===== src/hw/rtl/srtn_pkg.sv =====
`timescale 1ns / 1ps
`default_nettype none

package srtn_pkg;

  localparam int QUEUE_DEPTH = 16;
  localparam int TIME_BITS   = 16;
  localparam int ID_BITS     = 8;

  localparam int CMD_BITS = 2;

  localparam logic [CMD_BITS-1:0] CMD_ADD    = 2'd0;
  localparam logic [CMD_BITS-1:0] CMD_KEEP   = 2'd1;
  localparam logic [CMD_BITS-1:0] CMD_RETIRE = 2'd2;

  // per-beat result flags handed from the sequencer to the output stage
  typedef struct packed {
    logic preempted;
    logic full;
  } srtn_flags_t;

endpackage

`default_nettype wire


===== src/hw/rtl/srtn_ram.sv =====
`timescale 1ns / 1ps
`default_nettype none

module srtn_ram #(
  parameter int WIDTH = 8,
  parameter int DEPTH = 16,
  localparam int AW = (DEPTH > 1) ? $clog2(DEPTH) : 1
) (
  input  wire logic             clk,
  input  wire logic             we,
  input  wire logic [AW-1:0]    waddr,
  input  wire logic [WIDTH-1:0] wdata,
  input  wire logic [AW-1:0]    raddr,
  output logic      [WIDTH-1:0] rdata
);

  logic [WIDTH-1:0] mem [DEPTH];

  always_ff @(posedge clk) begin
    if (we) begin
      mem[waddr] <= wdata;
    end
    rdata <= mem[raddr];
  end

endmodule

`default_nettype wire


===== src/hw/rtl/srtn_core.sv =====
`timescale 1ns / 1ps
`default_nettype none

module srtn_core #(
  parameter int QUEUE_DEPTH = srtn_pkg::QUEUE_DEPTH,
  parameter int TIME_BITS   = srtn_pkg::TIME_BITS,
  parameter int ID_BITS     = srtn_pkg::ID_BITS,
  localparam int QW = $clog2(QUEUE_DEPTH + 1),
  localparam int AW = $clog2(QUEUE_DEPTH)
) (
  input  wire logic                          clk,
  input  wire logic                          rst,
  input  wire logic                          start,
  input  wire logic [srtn_pkg::CMD_BITS-1:0] cmd,
  input  wire logic [ID_BITS-1:0]            id,
  input  wire logic [TIME_BITS-1:0]          t,
  input  wire logic                          res_free,
  output logic                               idle,
  output logic                               done,
  output srtn_pkg::srtn_flags_t              flags,
  output logic                               run_valid,
  output logic [ID_BITS-1:0]                 run_id,
  output logic [TIME_BITS-1:0]               run_time,
  output logic [QW-1:0]                      fill
);

  localparam int SW = AW + 1;
  localparam int EW = ID_BITS + TIME_BITS;

  localparam logic [2:0] S_IDLE = 3'd0;
  localparam logic [2:0] S_HEAD = 3'd1;
  localparam logic [2:0] S_HCHK = 3'd2;
  localparam logic [2:0] S_INS  = 3'd3;
  localparam logic [2:0] S_ICMP = 3'd4;
  localparam logic [2:0] S_DONE = 3'd5;

  logic [2:0]           state;
  logic                 mode_keep;
  logic [ID_BITS-1:0]   key_id;
  logic [TIME_BITS-1:0] key_t;
  logic [AW-1:0]        head;
  logic [AW-1:0]        wp;
  logic [QW-1:0]        k;

  logic                 we;
  logic [AW-1:0]        waddr;
  logic [EW-1:0]        wdata;
  logic [AW-1:0]        raddr;
  logic [EW-1:0]        rdata;
  logic [TIME_BITS-1:0] rd_time;
  logic [ID_BITS-1:0]   rd_id;
  logic                 lt;
  logic [SW-1:0]        tail_sum;
  logic [AW-1:0]        tail;
  logic [AW-1:0]        head_inc;
  logic [AW-1:0]        wp_dec;

  srtn_ram #(
    .WIDTH(EW),
    .DEPTH(QUEUE_DEPTH)
  ) u_ram (
    .clk  (clk),
    .we   (we),
    .waddr(waddr),
    .wdata(wdata),
    .raddr(raddr),
    .rdata(rdata)
  );

  assign rd_time = rdata[TIME_BITS-1:0];
  assign rd_id   = rdata[TIME_BITS +: ID_BITS];

  // the one compare unit, shared by the head check and the insertion walk
  assign lt = rd_time < key_t;

  // ring buffer: slot of logical position fill
  assign tail_sum = {1'b0, head} + SW'(fill);
  assign tail     = (tail_sum >= SW'(QUEUE_DEPTH)) ?
                    AW'(tail_sum - SW'(QUEUE_DEPTH)) : AW'(tail_sum);
  assign head_inc = (head == AW'(QUEUE_DEPTH - 1)) ? '0 : head + AW'(1);
  assign wp_dec   = (wp == '0) ? AW'(QUEUE_DEPTH - 1) : wp - AW'(1);

  assign idle = (state == S_IDLE);
  assign done = (state == S_DONE) && res_free;

  always_comb begin
    we    = 1'b0;
    waddr = wp;
    wdata = {key_id, key_t};
    raddr = (state == S_HEAD) ? head : wp_dec;
    case (state)
      S_INS: begin
        we = (k == '0);
      end
      S_ICMP: begin
        we    = 1'b1;
        wdata = lt ? {key_id, key_t} : rdata;
      end
      default: begin
        we = 1'b0;
      end
    endcase
  end

  always_ff @(posedge clk) begin
    if (rst) begin
      state     <= S_IDLE;
      fill      <= '0;
      head      <= '0;
      run_valid <= 1'b0;
      run_id    <= '0;
      run_time  <= '0;
      flags     <= '0;
    end else begin
      case (state)
        S_IDLE: begin
          if (start) begin
            key_id    <= id;
            key_t     <= t;
            flags     <= '0;
            mode_keep <= 1'b0;
            wp        <= tail;
            k         <= fill;
            case (cmd)
              srtn_pkg::CMD_ADD: begin
                if (fill == QW'(QUEUE_DEPTH)) begin
                  flags.full <= 1'b1;
                  state      <= S_DONE;
                end else begin
                  state <= S_INS;
                end
              end
              srtn_pkg::CMD_KEEP: begin
                if (run_valid) begin
                  run_time  <= t;
                  mode_keep <= 1'b1;
                end
                state <= (fill == '0) ? S_DONE : S_HEAD;
              end
              srtn_pkg::CMD_RETIRE: begin
                if (fill == '0) begin
                  run_valid <= 1'b0;
                  run_id    <= '0;
                  run_time  <= '0;
                  state     <= S_DONE;
                end else begin
                  state <= S_HEAD;
                end
              end
              default: begin
                state <= S_DONE;
              end
            endcase
          end
        end
        S_HEAD: begin
          state <= S_HCHK;
        end
        S_HCHK: begin
          if (!mode_keep || lt) begin
            run_valid <= 1'b1;
            run_id    <= rd_id;
            run_time  <= rd_time;
            head      <= head_inc;
            fill      <= fill - QW'(1);
          end
          if (mode_keep && lt) begin
            // old running task goes back in; the tail slot is unchanged by the pop
            flags.preempted <= 1'b1;
            key_id          <= run_id;
            k               <= fill - QW'(1);
            state           <= S_INS;
          end else begin
            state <= S_DONE;
          end
        end
        S_INS: begin
          if (k == '0) begin
            fill  <= fill + QW'(1);
            state <= S_DONE;
          end else begin
            state <= S_ICMP;
          end
        end
        S_ICMP: begin
          if (lt) begin
            fill  <= fill + QW'(1);
            state <= S_DONE;
          end else begin
            wp    <= wp_dec;
            k     <= k - QW'(1);
            state <= S_INS;
          end
        end
        S_DONE: begin
          if (res_free) begin
            state <= S_IDLE;
          end
        end
        default: begin
          state <= S_IDLE;
        end
      endcase
    end
  end

endmodule

`default_nettype wire


===== src/hw/rtl/srtn_ready_queue_scheduler.sv =====
`timescale 1ns / 1ps
`default_nettype none

// channel  dir  handshake             payload
// in       in   in_valid / in_ready   command, task_id, task_time
// out      out  out_valid / out_ready running_valid, running_id, running_time,
//                                     preempted, status, queue_count
//
// one command at a time through a single sequencer and a single time comparator
// over a ring-buffer queue in a ram with registered read
// add: walks the queue from the tail, one read and one compare/shift per entry
// moved up, until the walk stops on a shorter entry; a full add only sets status
// retire pops the head; keep with preemption pops it, then the re-insertion walk
// rst is synchronous and empties the queue and idles the running register
// a result waiting in the output register holds the next beat only at its end

module srtn_ready_queue_scheduler #(
  parameter int QUEUE_DEPTH = srtn_pkg::QUEUE_DEPTH,
  parameter int TIME_BITS   = srtn_pkg::TIME_BITS,
  parameter int ID_BITS     = srtn_pkg::ID_BITS,
  localparam int QW = $clog2(QUEUE_DEPTH + 1)
) (
  input  wire logic                          clk,
  input  wire logic                          rst,
  input  wire logic                          in_valid,
  output logic                               in_ready,
  input  wire logic [srtn_pkg::CMD_BITS-1:0] command,
  input  wire logic [ID_BITS-1:0]            task_id,
  input  wire logic [TIME_BITS-1:0]          task_time,
  output logic                               out_valid,
  input  wire logic                          out_ready,
  output logic                               running_valid,
  output logic [ID_BITS-1:0]                 running_id,
  output logic [TIME_BITS-1:0]               running_time,
  output logic                               preempted,
  output logic                               status,
  output logic [QW-1:0]                      queue_count
);

  logic                  core_idle;
  logic                  core_done;
  logic                  res_free;
  srtn_pkg::srtn_flags_t core_flags;
  logic                  core_run_valid;
  logic [ID_BITS-1:0]    core_run_id;
  logic [TIME_BITS-1:0]  core_run_time;
  logic [QW-1:0]         core_fill;

  assign in_ready = core_idle;
  assign res_free = !out_valid || out_ready;

  srtn_core #(
    .QUEUE_DEPTH(QUEUE_DEPTH),
    .TIME_BITS  (TIME_BITS),
    .ID_BITS    (ID_BITS)
  ) u_core (
    .clk      (clk),
    .rst      (rst),
    .start    (in_valid && in_ready),
    .cmd      (command),
    .id       (task_id),
    .t        (task_time),
    .res_free (res_free),
    .idle     (core_idle),
    .done     (core_done),
    .flags    (core_flags),
    .run_valid(core_run_valid),
    .run_id   (core_run_id),
    .run_time (core_run_time),
    .fill     (core_fill)
  );

  always_ff @(posedge clk) begin
    if (rst) begin
      out_valid <= 1'b0;
    end else if (core_done) begin
      out_valid <= 1'b1;
    end else if (out_ready) begin
      out_valid <= 1'b0;
    end
  end

  always_ff @(posedge clk) begin
    if (core_done) begin
      running_valid <= core_run_valid;
      running_id    <= core_run_id;
      running_time  <= core_run_time;
      preempted     <= core_flags.preempted;
      status        <= core_flags.full;
      queue_count   <= core_fill;
    end
  end

  a_count_bound: assert property (@(posedge clk) disable iff (rst)
    out_valid |-> (queue_count <= QW'(QUEUE_DEPTH)))
    else $error("queue count beyond depth");

  a_flags_excl: assert property (@(posedge clk) disable iff (rst)
    out_valid |-> !(preempted && status))
    else $error("drop and preemption in one beat");

  a_idle_zero: assert property (@(posedge clk) disable iff (rst)
    (out_valid && !running_valid) |-> (running_id == '0 && running_time == '0))
    else $error("idle result carries a task");

  a_busy_after_accept: assert property (@(posedge clk) disable iff (rst)
    (in_valid && in_ready) |=> !in_ready)
    else $error("second beat taken while busy");

  a_preempt_running: assert property (@(posedge clk) disable iff (rst)
    (out_valid && preempted) |-> running_valid)
    else $error("preemption without a running task");

endmodule

`default_nettype wire

===== config.mk =====
export PLATFORM = sky130hd
export DESIGN_NAME = srtn_ready_queue_scheduler
export DESIGN_NICKNAME = d
export VERILOG_FILES = /design/src/hw/rtl/srtn_pkg.sv /design/src/hw/rtl/srtn_ram.sv /design/src/hw/rtl/srtn_core.sv /design/src/hw/rtl/srtn_ready_queue_scheduler.sv
export SDC_FILE = /design/constraint.sdc
export NUM_CORES = 1
export LEC_CHECK = 0
export ABC_CLOCK_PERIOD_IN_PS = 12500
export BUFFER_PORTS_ARGS = -buffer_cell sky130_fd_sc_hd__buf_2
export CAP_MARGIN = 20
export CORE_MARGIN = 4
export CORE_UTILIZATION = 40
export DETAILED_ROUTE_END_ITERATION = 7
export HOLD_SLACK_MARGIN = 0.03
export PLACE_DENSITY = 0.6
export SLEW_MARGIN = 20
export SYNTH_ARGS = -nofsm -noshare
export SYNTH_HDL_FRONTEND = slang
export SYNTH_HIERARCHICAL = 1
export SYNTH_SLANG_ARGS = --single-unit

===== constraint.sdc =====
create_clock -name clk -period 12.5 [get_ports clk]
set_clock_uncertainty 0.1 [all_clocks]
set_input_delay 0.625 -clock clk [delete_from_list [all_inputs] [get_ports clk]]
set_output_delay 0.625 -clock clk [all_outputs]
set_load 0.05 [all_outputs]

==> results of run 1 <==
-- logic make-up (layout without fill, tap and decap cells) --
family / Yosys count / count (layout) / share of synthesized area, %
and+or+nand+nor: 210 / 210 / 5.16
DFF: 514 / 514 / 72.1
xor gates and xnor gates: 8 / 8 / 0.342
muxes: 116 / 116 / 11.6
AOI/OAI and AO/OA: 202 / 202 / 6.66
adders and majority gates: 30 / 30 / 1.87
buffers and inverters: 96 / 221 / 2.19
-- area by class of cell --
| type | instances | area (sq um) | area share (%) |
|---|---|---|---|
| inverters | 31 | 116 | 0.498 |
| multi-input cells | 566 | 5400 | 23.1 |
| repair buffers | 100 | 613 | 2.63 |
| clock inverters | 25 | 185 | 0.793 |
| well taps | 672 | 841 | 3.60 |
| clock buffers | 65 | 1410 | 6.04 |
| flip-flops and latches | 514 | 14800 | 63.3 |
-- per-stage QoR --
stage | cells | cell area (sq um) | hold slack [ps] | setup WS [ps]
final | 1973 | 23400 | 149 | 8510
after global routing | 1973 | 23400 | 134 | 8090
after CTS | 1973 | 23400 | 121 | 8420
after detailed placement | 1883 | 21800 | 317 | 8430
after global placement | 1881 | 21700 | 318 | 8500
after floorplan | 1176 | 20500 | 306 | 8450
-- worst max-delay path: stages, from the launching register on --
cell	delay, ps
dfxtp_1	600
nand2b_1	200
nor2_1	510
mux2_8	720
buf_4	820
mux4_2	590
a22oi_1	200
nand2_1	80
-- final timing paths --
check | start | endpoint | cells past startpoint
hold / removal | task_time[2] | u_core/key_t[2]$_DFFE_PP_ | 1
hold reg to reg | u_core/run_time[7]$_SDFFE_PP0P_ | running_time[7]$_DFFE_PP_ | 0
setup reg to reg | u_core/state[0]$_SDFFE_PP0P_ | u_core/u_ram/rdata[13]$_DFF_P_ | 7
setup / recovery | u_core/state[0]$_SDFFE_PP0P_ | u_core/u_ram/rdata[13]$_DFF_P_ | 7
-- registers in the layout, summed over array words and instances (netlist names), 2 cells and up --
| signal | count |
|---|---|
| u_core/u_ram/mem | 384 |
| u_core/u_ram/rdata | 24 |
| running_time | 16 |
| u_core/key_t | 16 |
| u_core/run_time | 16 |
| running_id | 8 |
| u_core/key_id | 8 |
| u_core/run_id | 8 |
| queue_count | 5 |
| u_core/fill | 5 |
| u_core/k | 5 |
| u_core/head | 4 |
| u_core/waddr | 4 |
| u_core/state | 3 |
| u_core/flags | 2 |
-- routing by layer --
layer / up-vias / share of wire [%] / track usage (%) / routed length (microns)
met4: 0 / 2.6 / 4.96 / 1210
met3: 84 / 6.4 / 2.61 / 3010
met2: 358 / 48 / 27.1 / 22300
met5: - / 0 / 0 / 0
li1: 4862 / - / - / -
met1: 5666 / 43 / 23.8 / 20200
-- cells in the mapped netlist, types with 6 or more instances --
| master | n |
|---|---|
| a21oi_1 | 64 |
| a22oi_1 | 49 |
| a311oi_1 | 16 |
| buf_2 | 20 |
| buf_6 | 7 |
| clkbuf_1 | 35 |
| dfxtp_1 | 64 |
| edfxtp_1 | 450 |
| ha_1 | 29 |
| inv_1 | 31 |
| mux2_2 | 15 |
| mux4_2 | 96 |
| nand2_1 | 85 |
| nand3_1 | 15 |
| nand3b_1 | 6 |
| nor2_1 | 37 |
| nor3_1 | 13 |
| nor3b_1 | 19 |
| o211ai_1 | 9 |
| o21ai_0 | 31 |
-- where the power goes --
group          internal, uW  switching, uW
clock                   834            624
combinational           802           1090
sequential             2150            136
==> summary.txt, run 1 <==
Outcome
  – Status: complete, no violations

Cells and area
  – Area growth from synthesis to layout: 13.9%
  – Most frequent cells in the layout: edfxtp_1 (450), mux4_2 (96), nand2_1 (85)
  – Layout net count: 1321
  – Final core occ: 46.4%
  – # diodes: 0
  – Share of layout cells above drive strength 1: 25.5%
  – Most common cell after layout, fill and taps aside: edfxtp_1
  – Filler Cell Count: 4225

CTS
  – Skew-Pair Late Insertion Delay: 570 ps
  – Clock-pin slew on the worst setup and hold paths: 60 ps
  – # resized after CTS: 0
  – H-tree depth reported by CTS: 2
  – CTS tree: done
  – Clk buf depth: 3
  – Post-CTS Setup Repair Bufs: 0
  – CTS buffer count: 48
  – Root Driver: clkbuf_16
  – Clock sinks: 514
  – Post-cts hold buffer count: 0

STA
  – Period utilization: 31.9%
  – RSZ-0062 raised after global routing: false
  – Setup TNS: 0 ps
  – Rel. slew slack: 28.7%
  – Fin crit period: 3990 ps
  – Fin. Hold Viols: 0
  – # setup viols final: 0
  – FMAX: 251 MHz
  – Measured slew at the worst slew-check pin: 1070 ps
  – Max-slew violations: 0

Setup path
  – Critical Path RT: 12840 ps
  – Critical setup path kind: reg2reg
  – Setup crit end kind: flop
  – WP data arrival: 4330 ps
  – CP Launch Type: flop
  – CP max FO: 53
  – R2r setup slk: 8510 ps

Power and ir drop
  – VDD IR max: 0.000167 V
  – Total power: 5640 uW
  – Power Density: 241 nW/um^2
  – Leakage: 0.00766 uW

GRT
  – Global route overflow: 0
  – Largest net degree at the start of global routing: 68
  – Vias in the first global route: 10800
  – First-pass GRT wire length: 69200 microns
  – Initial antenna violation count: 0
  – GRT Total Usage: 16.8%

Synthesis
  – Synthesized area: 20500 sq um
  – Net Count, Synth: 1236
  – Leading area contributor after synthesis: edfxtp_1
  – Ys Warns: 6
  – FF+latch count, synth: 514
  – Top FF cell, synth: edfxtp_1
  – Synth top area share: 65.9%
  – Syn_area_per_cell: 17.4 sq um
  – Cells after Synth: 1176
  – Distinct cells, synth: 67
  – Sequential area share after synthesis: 72.1%
  – Post-synth ARST share: 0%
  – Number of synthesized flops with an enable pin: 450
  – Synth top area cells: edfxtp_1 (66%), mux4_2 (11%), dfxtp_1 (6.2%), a22oi_1 (1.8%), ha_1 (1.8%)

Floorplanning
  – Initial Util: 40.7%
  – Row Count: 82
  – Core area: 50400 sq um
  – IO Pins: 64
  – Die area: 55000 sq um
  – Die X: 234 microns
  – Die Height: 234 microns

Detailed routing
  – Antenna viol nets, final: 0
  – Detailed-route wire length per cell: 23.7 microns
  – Avg Vias per Cell: 5.56
  – Initial DRC count: 956
  – Final WL: 46700 microns
  – Residual DRC: 0
  – Vias: 11000
  – Drt pass-1 iters: 5

Placement
  – Post-DP HPWL: 26300 microns
  – PortBufs: 63
  – GPL Wtd Cong: 0.817

Hold path
  – Hold WC Path Type: in2reg

Job
  – Max Cap Viol: 0
(Power assumes the default switching activity.)
==> inputs of run 2 (changes only) <==
- ABC_CLOCK_PERIOD_IN_PS: 12500 -> 3400
- PLACE_DENSITY: 0.6 -> 0.62
- clock period: 12.5 -> 3.4 ns (I/O delays scaled with it)
==> summary.txt, run 2 (synthesized netlist as in run 1, its figures left out) <==
Outcome
  – Status: complete, no violations

STA
  – Measured slew at the worst slew-check pin: 1010 ps
  – Rel. slew slack: 32.4%
  – Setup WS post-layout: 373 ps
  – Fin. Hold Viols: 0
  – Period utilization: 89.0%
  – Fin crit period: 3030 ps
  – Setup TNS: 0 ps
  – FMAX: 330 MHz
  – Max-slew violations: 0
  – RSZ-0062 raised after global routing: false
  – # setup viols final: 0

Setup path
  – Critical Path RT: 3500 ps
  – CP max FO: 6
  – Setup crit end kind: flop
  – Critical setup path kind: reg2reg
  – CP Launch Type: flop
  – WP data arrival: 3130 ps

GRT
  – Initial antenna violation count: 1
  – GRT Total Usage: 16.6%
  – First-pass GRT wire length: 69300 microns
  – Global route overflow: 0
  – Vias in the first global route: 11400
  – Largest net degree at the start of global routing: 45

Placement
  – Post-DP HPWL: 27100 microns
  – Placed instance area: 22300 sq um
  – GPL Wtd Cong: 0.782
  – Place WS: 357 ps
  – PortBufs: 63

Cells and area
  – Top flop regs: u_core/u_ram/mem (384), u_core/u_ram/rdata (24)
  – Register area: 14800 sq um
  – Share of layout cells above drive strength 1: 26.6%
  – Most frequent cells in the layout: edfxtp_1 (450), mux4_2 (96), nand2_1 (85)
  – Area growth from synthesis to layout: 18.1%
  – Most common cell after layout, fill and taps aside: edfxtp_1
  – Footprint of the multi-input gates: 5430 sq um
  – Filler Cell Count: 4139
  – Layout net count: 1381
  – Post-route cell area: 24200 sq um
  – Reg with most FFs: u_core/u_ram/mem
  – Max reg flops: 384

CTS
  – CTS tree: done
  – Skew-Pair Late Insertion Delay: 570 ps
  – CTS buffer count: 49
  – Clk buf depth: 3
  – Root Driver: clkbuf_16
  – Clock-pin slew on the worst setup and hold paths: 60 ps
  – H-tree depth reported by CTS: 2
  – Clock sinks: 514
  – # resized after CTS: 0

Detailed routing
  – Residual DRC: 0
  – Initial DRC count: 987
  – Vias: 11200
  – Avg Vias per Cell: 5.52
  – Antenna viol nets, final: 0
  – Detailed-route wire length per cell: 22.4 microns
  – Final WL: 45600 microns
  – Drt pass-1 iters: 5

Floorplanning
  – Die Height: 234 microns
  – Die area: 55000 sq um
  – Row Count: 82
  – Initial Util: 40.7%
  – Core area: 50400 sq um
  – Die X: 234 microns
  – IO Pins: 64

Power and ir drop
  – Comb power frac: 35.3%
  – Switching Share: 32.6%
  – Power Density: 887 nW/um^2
  – VDD IR max: 0.000558 V
  – Clk pwr share: 25.8%
  – Leakage: 0.00801 uW
  – Internal power: 14500 uW
  – Net Sw Power: 7000 uW
  – Seq pwr share: 38.9%

Job
  – Max Cap Viol: 0

Hold path
  – Hold WC Path Type: in2reg
==> run 2: final cells by class <==
type / count / share of cell area, %
Tap cell: 672 / 3.47
Timing Repair Buffer: 159 / 5.63
Sequential cell: 514 / 61.1
Antenna cell: 1 / 0.0103
Clock buffer: 73 / 5.90
Clock inverter: 17 / 0.977
Multi-Input combinational cell: 566 / 22.4
Inverter: 31 / 0.481
==> run 2: timing repair <==
action                    CTS  global route
hold buffers               26             0
hold endpoints to repair   42             0
buffers inserted            0             0
==> run 2: worst paths after layout <==
check | start | endpoint | slack, ps | cells after the start
worst max-delay path | u_core/u_ram/rdata[7]$_DFF_P_ | u_core/k[1]$_DFFE_PP_ | 370 | 6
worst min-delay path | in_valid | u_core/state[0]$_SDFFE_PP0P_ | 60 | 4
worst max register to register | u_core/u_ram/rdata[7]$_DFF_P_ | u_core/k[1]$_DFFE_PP_ | 370 | 6
worst min register to register | u_core/run_time[0]$_SDFFE_PP0P_ | running_time[0]$_DFFE_PP_ | 330 | 0
==> run 2: per-layer routing <==
layer	track usage [%]	up-vias	wire length [microns]
met5	0	-	0
met4	4.25	0	998
met3	2.41	71	2750
met2	27.9	365	22500
met1	23.0	5799	19400
li1	-	4981	-
==> run 2: power groups by stage <==
| stage | Sequential (uW) | Combinational [uW] | Clock, uW |
|---|---|---|---|
| 3_5_place_dp | 8480 | 7600 | 0 |
| 5_1_grt | 8420 | 8250 | 5950 |
| 2_1_floorplan | 8370 | 5310 | 0 |
| 6_report | 8350 | 7580 | 5540 |
| 3_3_place_gp | 8470 | 7500 | 0 |
| 4_1_cts | 8350 | 7650 | 5670 |
==> run 2: stage by stage <==
| step | total power (uW) | instances | util, % | hold WS, ps |
|---|---|---|---|---|
| 2_1_floorplan | 13700 | 1176 | - | 132 |
| 4_1_cts | 21700 | 2032 | 48.1 | 38.7 |
| 3_5_place_dp | 16100 | 1916 | 44.2 | 266 |
| 6_report | 21500 | 2033 | 48.1 | 63.3 |
| 5_1_grt | 22600 | 2032 | 48.1 | 81.8 |
| 3_3_place_gp | 16000 | 1916 | 44.2 | 273 |
==> run 2: critical path, cell delays in order, from the launching register on <==
cell       delay (ps)
dfxtp_1           460
ha_1              320
a21oi_2           190
a311oi_2          160
nor4_4            490
nand3_1           190
a2111oi_2         740
